[src/hw/rtl/rrcw_pkg.sv]
// ----------------------------------------------------------------------------
// Range remap package
// Shared widths, register indexes, mode bits and sideband types for the
// range remap, clamp and wrap pipeline.
// ----------------------------------------------------------------------------
package rrcw_pkg;

  // Fixed-point format and derived widths.
  localparam int unsigned FRAC_BITS = 16;
  localparam int unsigned DATA_W    = 32;
  localparam int unsigned SPAN_W    = DATA_W + 1;
  localparam int unsigned Q_W       = FRAC_BITS + 1;
  localparam int unsigned NUM_W     = DATA_W + FRAC_BITS + 1;
  localparam int unsigned PROD_W    = Q_W + 1 + SPAN_W;
  localparam int unsigned SH_W      = PROD_W - FRAC_BITS;
  localparam int unsigned RES_W     = SH_W + 1;
  localparam int unsigned REG_IDX_W = 3;
  localparam int unsigned MODE_W    = 4;

  // Fraction value of one.
  localparam logic [Q_W-1:0] FRAC_ONE = {1'b1, {FRAC_BITS{1'b0}}};

  // Mode register bit positions.
  localparam int unsigned MODE_CLAMP_LO = 0;
  localparam int unsigned MODE_CLAMP_HI = 1;
  localparam int unsigned MODE_WRAP     = 2;
  localparam int unsigned MODE_REVERSE  = 3;

  // Configuration register indexes.
  typedef enum logic [REG_IDX_W-1:0] {
    REG_MIN_IN  = 3'd0,
    REG_MAX_IN  = 3'd1,
    REG_MIN_OUT = 3'd2,
    REG_MAX_OUT = 3'd3,
    REG_MODE    = 3'd4,
    REG_HOLD    = 3'd5
  } reg_idx_e;

  // Sideband that travels beside the remainder divider.
  typedef struct packed {
    logic                     is_num;
    logic                     eq_out;
    logic                     neg_v;
    logic                     need_wrap;
    logic signed [DATA_W-1:0] v1;
    logic signed [DATA_W-1:0] lo;
    logic signed [DATA_W-1:0] hi;
    logic signed [DATA_W-1:0] lo_out;
    logic signed [DATA_W-1:0] hi_out;
    logic signed [SPAN_W-1:0] span;
  } rem_side_t;

  // Sideband that travels beside the fraction divider.
  typedef struct packed {
    logic                     is_num;
    logic                     eq_out;
    logic                     below;
    logic                     above;
    logic                     span_zero;
    logic                     num_pos;
    logic signed [DATA_W-1:0] lo_out;
    logic signed [DATA_W-1:0] hi_out;
  } frac_side_t;

endpackage

[src/hw/rtl/rrcw_out_buf.sv]
// ----------------------------------------------------------------------------
// Output buffer
// Output register with one skid entry, so the pipeline keeps taking items
// while a finished result waits and its enable stays registered.
// ----------------------------------------------------------------------------
module rrcw_out_buf (
  input  logic                           clk_i,
  input  logic                           rst_ni,
  input  logic                           valid_i,
  input  logic [rrcw_pkg::DATA_W-1:0]    data_i,
  output logic                           ready_o,
  output logic                           m_valid_o,
  input  logic                           m_ready_i,
  output logic [rrcw_pkg::DATA_W-1:0]    m_data_o
);
  import rrcw_pkg::*;

  logic              main_valid_q, main_valid_d;
  logic              skid_valid_q, skid_valid_d;
  logic [DATA_W-1:0] main_q, main_d;
  logic [DATA_W-1:0] skid_q, skid_d;
  logic              take;

  assign take = main_valid_q && m_ready_i;

  // Refill the output register from the skid entry first, then from the pipe.
  always_comb begin
    main_valid_d = main_valid_q;
    main_d       = main_q;
    skid_valid_d = skid_valid_q;
    skid_d       = skid_q;
    if (!main_valid_q || take) begin
      main_valid_d = skid_valid_q || valid_i;
      main_d       = skid_valid_q ? skid_q : data_i;
      skid_valid_d = 1'b0;
    end else if (valid_i) begin
      skid_valid_d = 1'b1;
      skid_d       = data_i;
    end
  end

  // Occupancy flags.
  always_ff @(posedge clk_i or negedge rst_ni) begin
    if (!rst_ni) begin
      main_valid_q <= 1'b0;
      skid_valid_q <= 1'b0;
    end else begin
      main_valid_q <= main_valid_d;
      skid_valid_q <= skid_valid_d;
    end
  end

  // Result data.
  always_ff @(posedge clk_i) begin
    main_q <= main_d;
    skid_q <= skid_d;
  end

  assign ready_o   = !skid_valid_q;
  assign m_valid_o = main_valid_q;
  assign m_data_o  = main_q;

  // The skid entry is only ever used behind a held output register.
  assert property (@(posedge clk_i) disable iff (!rst_ni)
    skid_valid_q |-> main_valid_q)
    else $error("skid entry filled while output register empty");

  // The pipeline never delivers into a full buffer.
  assert property (@(posedge clk_i) disable iff (!rst_ni)
    valid_i |-> !skid_valid_q)
    else $error("item delivered into full output buffer");

endmodule

[config.mk]
export PLATFORM = sky130hd
export DESIGN_NAME = rrcw_out_buf
export DESIGN_NICKNAME = d
export VERILOG_FILES = /design/src/hw/rtl/rrcw_pkg.sv /design/src/hw/rtl/rrcw_out_buf.sv
export SDC_FILE = /design/constraint.sdc
export NUM_CORES = 1
export LEC_CHECK = 0
export ABC_AREA = 1
export BUFFER_PORTS_ARGS = -buffer_cell sky130_fd_sc_hd__buf_2
export CAP_MARGIN = 0
export CORE_UTILIZATION = 46
export DETAILED_ROUTE_END_ITERATION = 7
export GPL_TIMING_DRIVEN = 0
export PLACE_DENSITY = 0.75
export RECOVER_POWER = 50
export SYNTH_ARGS = -nofsm -noshare
export SYNTH_HDL_FRONTEND = slang
export SYNTH_SLANG_ARGS = --single-unit
export TNS_END_PERCENT = 5
[constraint.sdc]
create_clock -name clk_i -period 2.9 [get_ports clk_i]
set_clock_uncertainty 0.1 [all_clocks]
set_input_delay 0.29 -clock clk_i [delete_from_list [all_inputs] [get_ports clk_i]]
set_output_delay 0.29 -clock clk_i [all_outputs]
set_load 0.01 [all_outputs]
==> impl_metrics.env <==
export IMPL_postSynthCellCount=177
export IMPL_switching_power_w=0.000469
export IMPL_cts_setup_buffers=0
export IMPL_slew_headroom=0.404
export IMPL_fin_hold_ws_ns=0.0412
export IMPL_fill_cells=433
export IMPL_grt_pass1_wl_um=6280
export IMPL_cp_end_kind="primary output"
export IMPL_clkTransAtPathRegs_ns=0.07
export IMPL_leakage_nw=1.21
export IMPL_crit_chain="clkbuf_1 -> clkinvlp_2 -> clkbuf_1 -> buf_2"
export IMPL_route_detailed_vias_per_inst=4.43
export IMPL_fp_row_count=26
export IMPL_power_clock_fraction=0.317
export IMPL_port_buffers=69
export IMPL_cts_tree="built"
export IMPL_dieWidth_um=75.7
export IMPL_p_int_w=0.00150
export IMPL_cts_max_level=3
export IMPL_dieArea_um2=5730
export IMPL_clock_root_buffer="clkbuf_8"
export IMPL_crit_start="skid_valid_q"
export IMPL_fin_ws_ns=0.632
export IMPL_syn_area_um2=2500
export IMPL_cp_num_cells=4
export IMPL_clock_fmax_mhz=441
export IMPL_dieHeight_um=75.7
export IMPL_clock_sinks=66
export IMPL_instances_no_fill=333
export IMPL_dp_hpwl_um=2760
export IMPL_cap_violations=0
export IMPL_synth_seq_area_share=0.790
export IMPL_r2r_slack_ns=0.65
export IMPL_final_area_um2=2990
export IMPL_initial_utilization=0.483
export IMPL_avgSynthCellArea_um2=14.1
export IMPL_worst_slew_pin_slew_ns=0.892
export IMPL_rr_worst_depth=2
export IMPL_grt_pass1_vias=1326
export IMPL_drtPass1Iterations=4
export IMPL_r2r_end="skid_q[8]"
export IMPL_antenna_cells=0
export IMPL_fin_crit_ns=2.27
export IMPL_place_ws_ns=0.530
export IMPL_finalSetupViolCount=0
export IMPL_drtIter0Drc=73
export IMPL_ios=70
export IMPL_cts_resized=0
export IMPL_drive_gt1_frac=0.236
export IMPL_num_vias=1474
export IMPL_r2r_start="m_valid_o"
export IMPL_hold_viol_final=0
export IMPL_antenna_found_initial=0
export IMPL_path_class="flip-flop to primary output"
export IMPL_syn2layout_area_growth_pct=19.9
export IMPL_crit_path_max_fanout=10
export IMPL_grt_ovfl_total=0
export IMPL_multi_input_area_um2=427
export IMPL_critPathSlowestCell="clkbuf_1"
export IMPL_drtAntennaViolNets=0
export IMPL_critPathMaxStageDelay_ns=0.54
export IMPL_rsz0062_at_grt="no"
export IMPL_setup_tns_ns=0
export IMPL_seq_power_share=0.583
export IMPL_routed_wl_um=4190
export IMPL_dp_cells=316
export IMPL_critPathBufInv=4
export IMPL_yosys_warnings=0
export IMPL_seq_area_um2=1970
export IMPL_crit_top_cell="clkbuf_1"
export IMPL_vdd_ir_drop_max_uv=419
export IMPL_place_area_um2=2940
export IMPL_wl_per_cell_um=12.6
export IMPL_clkLatencyLatePin_ns=0.34
export IMPL_cp_arrival_ns=1.88
export IMPL_synth_nets=213
export IMPL_switching_share=0.238
export IMPL_powerDensity_nw_per_um2=659
export IMPL_ys_ff_latch=66
export IMPL_globalRouteTotalUtil=0.162
export IMPL_drc=0
export IMPL_cts_made_buffers=9
export IMPL_critPathTopFamily="buffers and inverters"
export IMPL_grt_max_degree=36
export IMPL_p_comb_frac=0.100
export IMPL_slew_viol_final=0
export IMPL_fin_crit_sh=0.782
export IMPL_routabilityCongestion=0.699
export IMPL_core_um2=5170
export IMPL_nNetsFinal=294
export IMPL_status="finished, final reports clean"
export IMPL_endpoint="ready_o"
export IMPL_critical_path_required_ns=2.51
export IMPL_synth_cell_type_count=10
export IMPL_cp_start_kind="flip-flop"
export IMPL_hold_path_class="primary input to flip-flop"
export IMPL_clockBufferDepth=2
==> placed cells by master, fill, tap and decap left out <==
cell type / instances
nand2_1: 82
edfxtp_1: 64
clkbuf_1: 47
buf_2: 30
nand2_2: 16
clkbuf_8: 9
clkinv_2: 3
buf_4: 2
inv_1: 2
nor2_1: 2
dfrtp_1: 2
clkinvlp_2: 1
nor2_4: 1
clkinv_1: 1
dlygate4sd3_1: 1
==> area by class of cell <==
class	count	area share
buffer	7	0.0113
clock buffer	12	0.0452
clock inverter	4	0.00627
inverter	3	0.00418
multi-input combinational	101	0.143
sequential	66	0.659
tap	70	0.0293
timing repair buffer	70	0.102
==> power groups by stage <==
stage,Combinational (W),Sequential [W],Clock [W]
final,0.000197,0.00115,0.000625
after global routing,0.000226,0.00116,0.000680
after CTS,0.000228,0.00115,0.000640
after detailed placement,0.000227,0.00117,0
after global placement,0.000221,0.00117,0
after floorplan,0.0000971,0.00120,0
==> flip-flops by register name, indices dropped and copies added (netlist names) <==
| register | count |
|---|---|
| skid_valid_q | 1 |
| m_data_o | 32 |
| skid_q | 32 |
| m_valid_o | 1 |
==> cell families after synthesis <==
logic type | count (synthesis) | share of synthesized area
flops | 66 | 0.790
simple gates | 101 | 0.167
buf+inv | 10 | 0.0431
==> Yosys cell counts (all sizes together) <==
cell type | instances | area share
edfxtp | 64 | 0.77
buf | 7 | 0.036
dfrtp | 2 | 0.020
inv | 3 | 0.0075
nand2 | 98 | 0.16
nor2 | 3 | 0.0045
==> how the worst min path moves through the flow <==
stage | to | from | cells past startpoint | slack (ns)
after floorplan | m_valid_o | rst_ni | 0 | -0.11
after global placement | skid_valid_q | rst_ni | 1 | -0.02
after detailed placement | skid_valid_q | rst_ni | 1 | -0.02
after CTS | skid_q[6] | data_i[6] | 1 | 0.03
final | skid_q[19] | data_i[19] | 1 | 0.04
after global routing | skid_q[19] | data_i[19] | 1 | 0.02
==> stage by stage <==
step / power (W) / util
global route: 0.00206 / 0.579
CTS: 0.00202 / 0.600
floorplan: 0.00130 / -
global placement: 0.00139 / 0.567
finish: 0.00197 / 0.579
detailed placement: 0.00140 / 0.568
==> per-layer routing <==
layer  global-route usage  up-vias  share of wire
li1                     -      756              -
met1                0.195      665           0.45
met2                0.248       45           0.48
met3               0.0635        8          0.051
met4               0.0988        0          0.021
met5                    0        -              0
==> what timing repair did <==
item                                    4_1_cts  5_1_grt
hold endpoints to repair                      2        0
endpoints found under the setup margin        0        0
hold buffers                                  1        0
(Power assumes the default switching activity.)
