--- src/hw/rtl/rrcw_pkg.sv ---
// ----------------------------------------------------------------------------
// Range remap package
// Shared widths, register indexes, mode bits and sideband types for the
// range remap, clamp and wrap pipeline.
// ----------------------------------------------------------------------------
package rrcw_pkg;

  // Fixed-point format and derived widths.
  localparam int unsigned FRAC_BITS = 16;
  localparam int unsigned DATA_W    = 32;
  localparam int unsigned SPAN_W    = DATA_W + 1;
  localparam int unsigned Q_W       = FRAC_BITS + 1;
  localparam int unsigned NUM_W     = DATA_W + FRAC_BITS + 1;
  localparam int unsigned PROD_W    = Q_W + 1 + SPAN_W;
  localparam int unsigned SH_W      = PROD_W - FRAC_BITS;
  localparam int unsigned RES_W     = SH_W + 1;
  localparam int unsigned REG_IDX_W = 3;
  localparam int unsigned MODE_W    = 4;

  // Fraction value of one.
  localparam logic [Q_W-1:0] FRAC_ONE = {1'b1, {FRAC_BITS{1'b0}}};

  // Mode register bit positions.
  localparam int unsigned MODE_CLAMP_LO = 0;
  localparam int unsigned MODE_CLAMP_HI = 1;
  localparam int unsigned MODE_WRAP     = 2;
  localparam int unsigned MODE_REVERSE  = 3;

  // Configuration register indexes.
  typedef enum logic [REG_IDX_W-1:0] {
    REG_MIN_IN  = 3'd0,
    REG_MAX_IN  = 3'd1,
    REG_MIN_OUT = 3'd2,
    REG_MAX_OUT = 3'd3,
    REG_MODE    = 3'd4,
    REG_HOLD    = 3'd5
  } reg_idx_e;

  // Sideband that travels beside the remainder divider.
  typedef struct packed {
    logic                     is_num;
    logic                     eq_out;
    logic                     neg_v;
    logic                     need_wrap;
    logic signed [DATA_W-1:0] v1;
    logic signed [DATA_W-1:0] lo;
    logic signed [DATA_W-1:0] hi;
    logic signed [DATA_W-1:0] lo_out;
    logic signed [DATA_W-1:0] hi_out;
    logic signed [SPAN_W-1:0] span;
  } rem_side_t;

  // Sideband that travels beside the fraction divider.
  typedef struct packed {
    logic                     is_num;
    logic                     eq_out;
    logic                     below;
    logic                     above;
    logic                     span_zero;
    logic                     num_pos;
    logic signed [DATA_W-1:0] lo_out;
    logic signed [DATA_W-1:0] hi_out;
  } frac_side_t;

endpackage

--- src/hw/rtl/rrcw_frac_div.sv ---
// ----------------------------------------------------------------------------
// Fraction divider
// Pipelined restoring division, one quotient bit per stage, that turns the
// offset into the input range into a fraction of the span.
// ----------------------------------------------------------------------------
module rrcw_frac_div (
  input  logic                           clk_i,
  input  logic                           rst_ni,
  input  logic                           en_i,
  input  logic                           valid_i,
  input  logic [rrcw_pkg::NUM_W-1:0]     numer_i,
  input  logic [rrcw_pkg::DATA_W-1:0]    divisor_i,
  input  rrcw_pkg::frac_side_t           side_i,
  output logic                           valid_o,
  output logic [rrcw_pkg::Q_W-1:0]       quot_o,
  output rrcw_pkg::frac_side_t           side_o
);
  import rrcw_pkg::*;

  localparam int unsigned NSTG = Q_W;

  logic              valid_q [NSTG];
  logic [DATA_W-1:0] rem_q   [NSTG];
  logic [Q_W-1:0]    low_q   [NSTG];
  logic [Q_W-1:0]    quot_q  [NSTG];
  logic [DATA_W-1:0] dsr_q   [NSTG];
  frac_side_t        side_q  [NSTG];

  for (genvar k = 0; k < NSTG; k++) begin : g_stage
    logic              v_in;
    logic [DATA_W-1:0] r_in;
    logic [Q_W-1:0]    low_in;
    logic [Q_W-1:0]    quot_in;
    logic [DATA_W-1:0] dsr_in;
    frac_side_t        s_in;
    logic [DATA_W:0]   r_shift;
    logic [DATA_W:0]   r_diff;
    logic [DATA_W-1:0] r_d;

    // The upper numerator bits are already below the divisor, so they seed
    // the partial remainder and only the low bits produce quotient bits.
    if (k == 0) begin : g_first
      assign v_in    = valid_i;
      assign r_in    = numer_i[NUM_W-1:Q_W];
      assign low_in  = numer_i[Q_W-1:0];
      assign quot_in = '0;
      assign dsr_in  = divisor_i;
      assign s_in    = side_i;
    end else begin : g_next
      assign v_in    = valid_q[k-1];
      assign r_in    = rem_q[k-1];
      assign low_in  = low_q[k-1];
      assign quot_in = quot_q[k-1];
      assign dsr_in  = dsr_q[k-1];
      assign s_in    = side_q[k-1];
    end

    // One restoring step.
    assign r_shift = {r_in, low_in[Q_W-1]};
    assign r_diff  = r_shift - {1'b0, dsr_in};
    assign r_d     = r_diff[DATA_W] ? r_shift[DATA_W-1:0] : r_diff[DATA_W-1:0];

    // Valid bit of the stage.
    always_ff @(posedge clk_i or negedge rst_ni) begin
      if (!rst_ni) begin
        valid_q[k] <= 1'b0;
      end else if (en_i) begin
        valid_q[k] <= v_in;
      end
    end

    // Payload of the stage.
    always_ff @(posedge clk_i) begin
      if (en_i) begin
        rem_q[k]  <= r_d;
        low_q[k]  <= {low_in[Q_W-2:0], 1'b0};
        quot_q[k] <= {quot_in[Q_W-2:0], ~r_diff[DATA_W]};
        dsr_q[k]  <= dsr_in;
        side_q[k] <= s_in;
      end
    end
  end

  assign valid_o = valid_q[NSTG-1];
  assign quot_o  = quot_q[NSTG-1];
  assign side_o  = side_q[NSTG-1];

  // For a value inside a proper input range the fraction never exceeds one.
  assert property (@(posedge clk_i) disable iff (!rst_ni)
    (valid_o && !side_o.below && !side_o.above && !side_o.span_zero)
      |-> (quot_o <= FRAC_ONE))
    else $error("fraction above one for an in-range value");

endmodule

--- config.mk ---
export PLATFORM = sky130hd
export DESIGN_NAME = rrcw_frac_div
export DESIGN_NICKNAME = d
export VERILOG_FILES = /design/src/hw/rtl/rrcw_pkg.sv /design/src/hw/rtl/rrcw_frac_div.sv
export SDC_FILE = /design/constraint.sdc
export NUM_CORES = 2
export LEC_CHECK = 0
export BUFFER_PORTS_ARGS = -buffer_cell sky130_fd_sc_hd__buf_2
export CAP_MARGIN = 20
export CELL_PAD_IN_SITES_DETAIL_PLACEMENT = 1
export CELL_PAD_IN_SITES_GLOBAL_PLACEMENT = 2
export CORE_MARGIN = 2
export CORE_UTILIZATION = 48
export CTS_BUF_LIST = sky130_fd_sc_hd__clkbuf_2
export DETAILED_ROUTE_END_ITERATION = 10
export PLACE_DENSITY = 0.86
export SETUP_SLACK_MARGIN = 0.4
export SLEW_MARGIN = 15
export SYNTH_ARGS = -nofsm -noshare
export SYNTH_HDL_FRONTEND = slang
export SYNTH_SLANG_ARGS = --single-unit
--- constraint.sdc ---
create_clock -name clk_i -period 4.3 [get_ports clk_i]
set_clock_uncertainty 0.1 [all_clocks]
set_input_delay 0.215 -clock clk_i [delete_from_list [all_inputs] [get_ports clk_i]]
set_output_delay 0.215 -clock clk_i [all_outputs]
set_load 0.02 [all_outputs]
==> run_results.csv <==
group,metric,value,unit
placed_design,gp_congestion,0.953,
floorplan,die-area,234000,um^2
critical_path,critPathCaptureType,"flop",
sta,fin_crit_sh,0.966,
critical_path,worst-path-buf-inv,6,
power_and_ir_drop,ir_drop,0.393,mV
worst_hold_path,hold-path-endpoint,"side_q[0][417]",
sta,rsz0062_at_grt,"yes",
logic_synthesis,synth_edf_count,2503,
drt,drt_wl_total,267,mm
logic_synthesis,ys_ff_latch,2520,
logic_synthesis,synthXorXnorAreaFrac,0.0345,
sta,tightest_slew,1.07,ns
critical_path,path_class,"flop to flop",
logic_synthesis,synth_cell_types,89,
drt,wl_met1,93.5,mm
placed_design,dp.cells,10700,
floorplan,core_region_area,229000,um^2
critical_path,crit-reg2reg-launch,"dsr_q[0][224]",
sta,period_needed,4.15,ns
critical_path,crit_family,"compound AO/OA/AOI/OAI gates",
critical_path,startpoint_type,"flop",
clock_tree,root_buffer,"clkbuf_2",
logic_synthesis,synth-warning-count,0,
sta,holdWs,0.178,ns
grt,grt.overflow.total,0,
critical_path,rrSetupSlack,0.15,ns
logic_synthesis,avgSynthCellArea,14.9,um^2
drt,post_drt_wl_per_cell,21.2,um
grt,grt_pass1_vias,74300,
clock_tree,cts_num_sinks,2520,
floorplan,dieHeight,484,um
grt,grt_first_pass_wirelength,410,mm
critical_path,cp_max_fo,8,
floorplan,chipWidth,484,um
drt,drtIter0Drc,3343,
clock_tree,tritoncts,"yes",
clock_tree,cts.htree.levels,6,
logic_synthesis,synth_cells,7415,
placed_design,port_buffers,242,
cells_and_area,nFillCells,22300,
critical_path,cpMaxStageDelayCell,"edfxtp_1",
worst_hold_path,hp-start,"side_q[0][347]",
critical_path,critPathMaxStageDelay,0.41,ns
floorplan,io_pins,243,
drt,wl_met2,152,mm
power_and_ir_drop,power_density,713,nW/um^2
sta,hold_viol,0,
logic_synthesis,synth-simple-area-share,0.0477,
drt,highest_layer,"met4",
critical_path,path_cells,"buf_6 > ha_4 > buf_12 > fa_2 > nor2b_4 > o31ai_4 > a211oi_4 > a21oi_2 > buf_4 > o31a_1 > a21oi_2 > a21bo_2 > a21o_1 > xor2_4 > buf_4 > buf_12 > buf_16 > mux2_4",
cells_and_area,area_delta_synth_final,19.9,%
run,cap_violations,0,
sta,fmax,241,MHz
drt,vias_per_cell,5.27,
grt,grt_max_degree,135,
critical_path,r2r-end,"rem_q[0][286]",
outcome,status,"complete, no violations",
drt,vias,66400,
worst_hold_path,hp-class,"flop to flop",
floorplan,initial_utilization,0.481,
sta,slew_viol_final,0,
critical_path,r2r_cells,18,
logic_synthesis,synth_top_family_by_area,"compound AO/OA/AOI/OAI gates",
cells_and_area,final_nets,9819,
logic_synthesis,synthMuxAreaShare,0.0516,
clock_tree,clock_latency,1.85,ns
critical_path,crit_arrival,5.50,ns
logic_synthesis,ys.flop_type,"edfxtp_1",
drt,dr.pass1.iters,5,
clock_tree,clk_path_buf_depth,4,
logic_synthesis,ys_seq_area_frac,0.685,
logic_synthesis,async_flop_share,0.00675,
placed_design,hpwl,162,mm
logic_synthesis,synth-compound-area-share,0.0882,
cells_and_area,stdcell_count,12600,
sta,finalSetupViolCount,0,
critical_path,cp.required,5.65,ns
logic_synthesis,netlist_area,110000,um^2
power_and_ir_drop,p_leak,0.0528,uW
clock_tree,path_clk_slew,0.15,ns
logic_synthesis,syn-num-nets,8129,
sta,maxSlewHeadroom,0.286,
clock_tree,cts_buffers,645,
grt,grt_usage,0.224,
drt,dr_wl_met3,8.08,mm
grt,antenna_found_initial,3,
floorplan,rows,176,
worst_hold_path,whs_path_depth,0,
cells_and_area,drive_above_1_share,0.234,
critical_path,cp.depth,18,
drt,drc,0,
drt,drtAntennaViolNets,0,
logic_synthesis,synth_fa_ha_area_frac,0.0645,
[cells in the mapped netlist (all sizes together) (16+ instances only)]
library cell | n | share of area
edfxtp | 2503 | 0.68
inv | 672 | 0.023
ha | 543 | 0.062
a21oi | 486 | 0.022
mux2 | 456 | 0.048
nor2 | 302 | 0.010
xnor2 | 276 | 0.022
nand2 | 274 | 0.0093
o21ai | 264 | 0.012
a21o | 188 | 0.013
xor2 | 154 | 0.012
o21a | 117 | 0.0080
nand3 | 109 | 0.0049
clkbuf | 92 | 0.0031
nor2b | 79 | 0.0045
nand4 | 77 | 0.0044
o21bai | 58 | 0.0039
nor3 | 57 | 0.0026
nand2b | 51 | 0.0029
buf | 49 | 0.0027
a31oi | 46 | 0.0027
o211ai | 43 | 0.0030
mux2i | 42 | 0.0038
and3 | 41 | 0.0023
o31a | 41 | 0.0033
a211oi | 39 | 0.0028
o31ai | 34 | 0.0025
and2 | 33 | 0.0019
or3 | 22 | 0.0012
o2111ai | 19 | 0.0015
a21boi | 18 | 0.0012
dfrtp | 17 | 0.0039
fa | 16 | 0.0029
[metrics by stage]
step | util | power (uW) | instance area [um^2] | setup TNS [ns] | worst slack (ns)
floorplan | - | 59800 | 110000 | 0 | 0.700
global placement | 0.510 | 68800 | 117000 | -2.06 | -0.0766
detailed placement | 0.510 | 70000 | 117000 | -4.56 | -0.146
CTS | 0.571 | 91900 | 131000 | 0 | 0.0776
global route | 0.577 | 99800 | 132000 | 0 | 0.0161
finish | 0.577 | 94300 | 132000 | 0 | 0.146
[layer usage]
layer | up-vias | track usage
li1 | 31600 | -
met1 | 32700 | 0.217
met2 | 1404 | 0.447
met3 | 648 | 0.0370
met4 | 0 | 0.115
met5 | - | 0
[report_power, final]
group | internal (uW) | switching, uW
Sequential | 33000 | 2480
Combinational | 21700 | 20600
Clock | 6310 | 10100
[cells by family after synthesis]
group | Yosys count
XOR/XNOR | 430
AND/OR/NAND/NOR | 1092
AO/OA/AOI/OAI | 1503
multiplexers | 498
adder cells (fa/ha/maj) | 559
buffers and inverters | 813
flip-flops | 2520
[layout by cell type, fill, tap and decap left out, drive strengths merged, types with 117 or more instances in the layout]
master,synthesis,layout
a21o,188,188
a21oi,486,486
buf,49,583
clkbuf,92,918
clkinv,0,151
dlygate4sd3,0,594
edfxtp,2503,2503
ha,543,543
inv,672,687
mux2,456,456
nand2,274,274
nor2,302,302
o21a,117,117
o21ai,264,264
xnor2,276,276
xor2,154,154
[registers in the layout, summed over array words and instances (netlist names)]
register / count
rem_q: 512
valid_o: 1
side_q: 1190
g_stage.v_in: 16
quot_q: 153
low_q: 136
dsr_q: 512
[worst max-delay path by stage]
stage             startpoint       endpoint  slack, ns
2_1_floorplan  dsr_q[0][256]  rem_q[0][313]       0.70
3_3_place_gp   dsr_q[0][224]  rem_q[0][262]      -0.08
3_5_place_dp   dsr_q[0][224]  rem_q[0][271]      -0.15
4_1_cts        dsr_q[0][224]  rem_q[0][264]       0.08
5_1_grt        dsr_q[0][224]  rem_q[0][266]       0.02
6_report       dsr_q[0][224]  rem_q[0][286]       0.15
[layout make-up]
type	count	area, um^2	area share
flip-flops and latches	2520	75600	0.571
repair buffers	1184	11400	0.0862
diodes	9	22.5	0.000170
well taps	3026	3790	0.0286
clock inverters	185	1080	0.00815
inverters	672	2520	0.0191
clock buffers	912	4560	0.0345
multi-input cells	4082	33300	0.252
[worst register-to-register path, delay by kind of cell (launching register included)]
family / cells / cell delay (ns)
and+or+nand+nor: 1 / 0.16
buffers and inverters: 6 / 0.85
xor gates and xnor gates: 1 / 0.19
adders and majority gates: 2 / 0.53
AOI/OAI and AO/OA: 7 / 1.38
muxes: 1 / 0.31
DFF: 1 / 0.41
[timing repair]
action	CTS	global route
buffers inserted	82	48
hold endpoints to repair	2688	0
cloned	30	6
resized for setup	216	209
pin swaps	78	87
setup endpoints to repair	410	446
hold buffers	595	0
No activity file was read; power rests on OpenSTA's default activity.
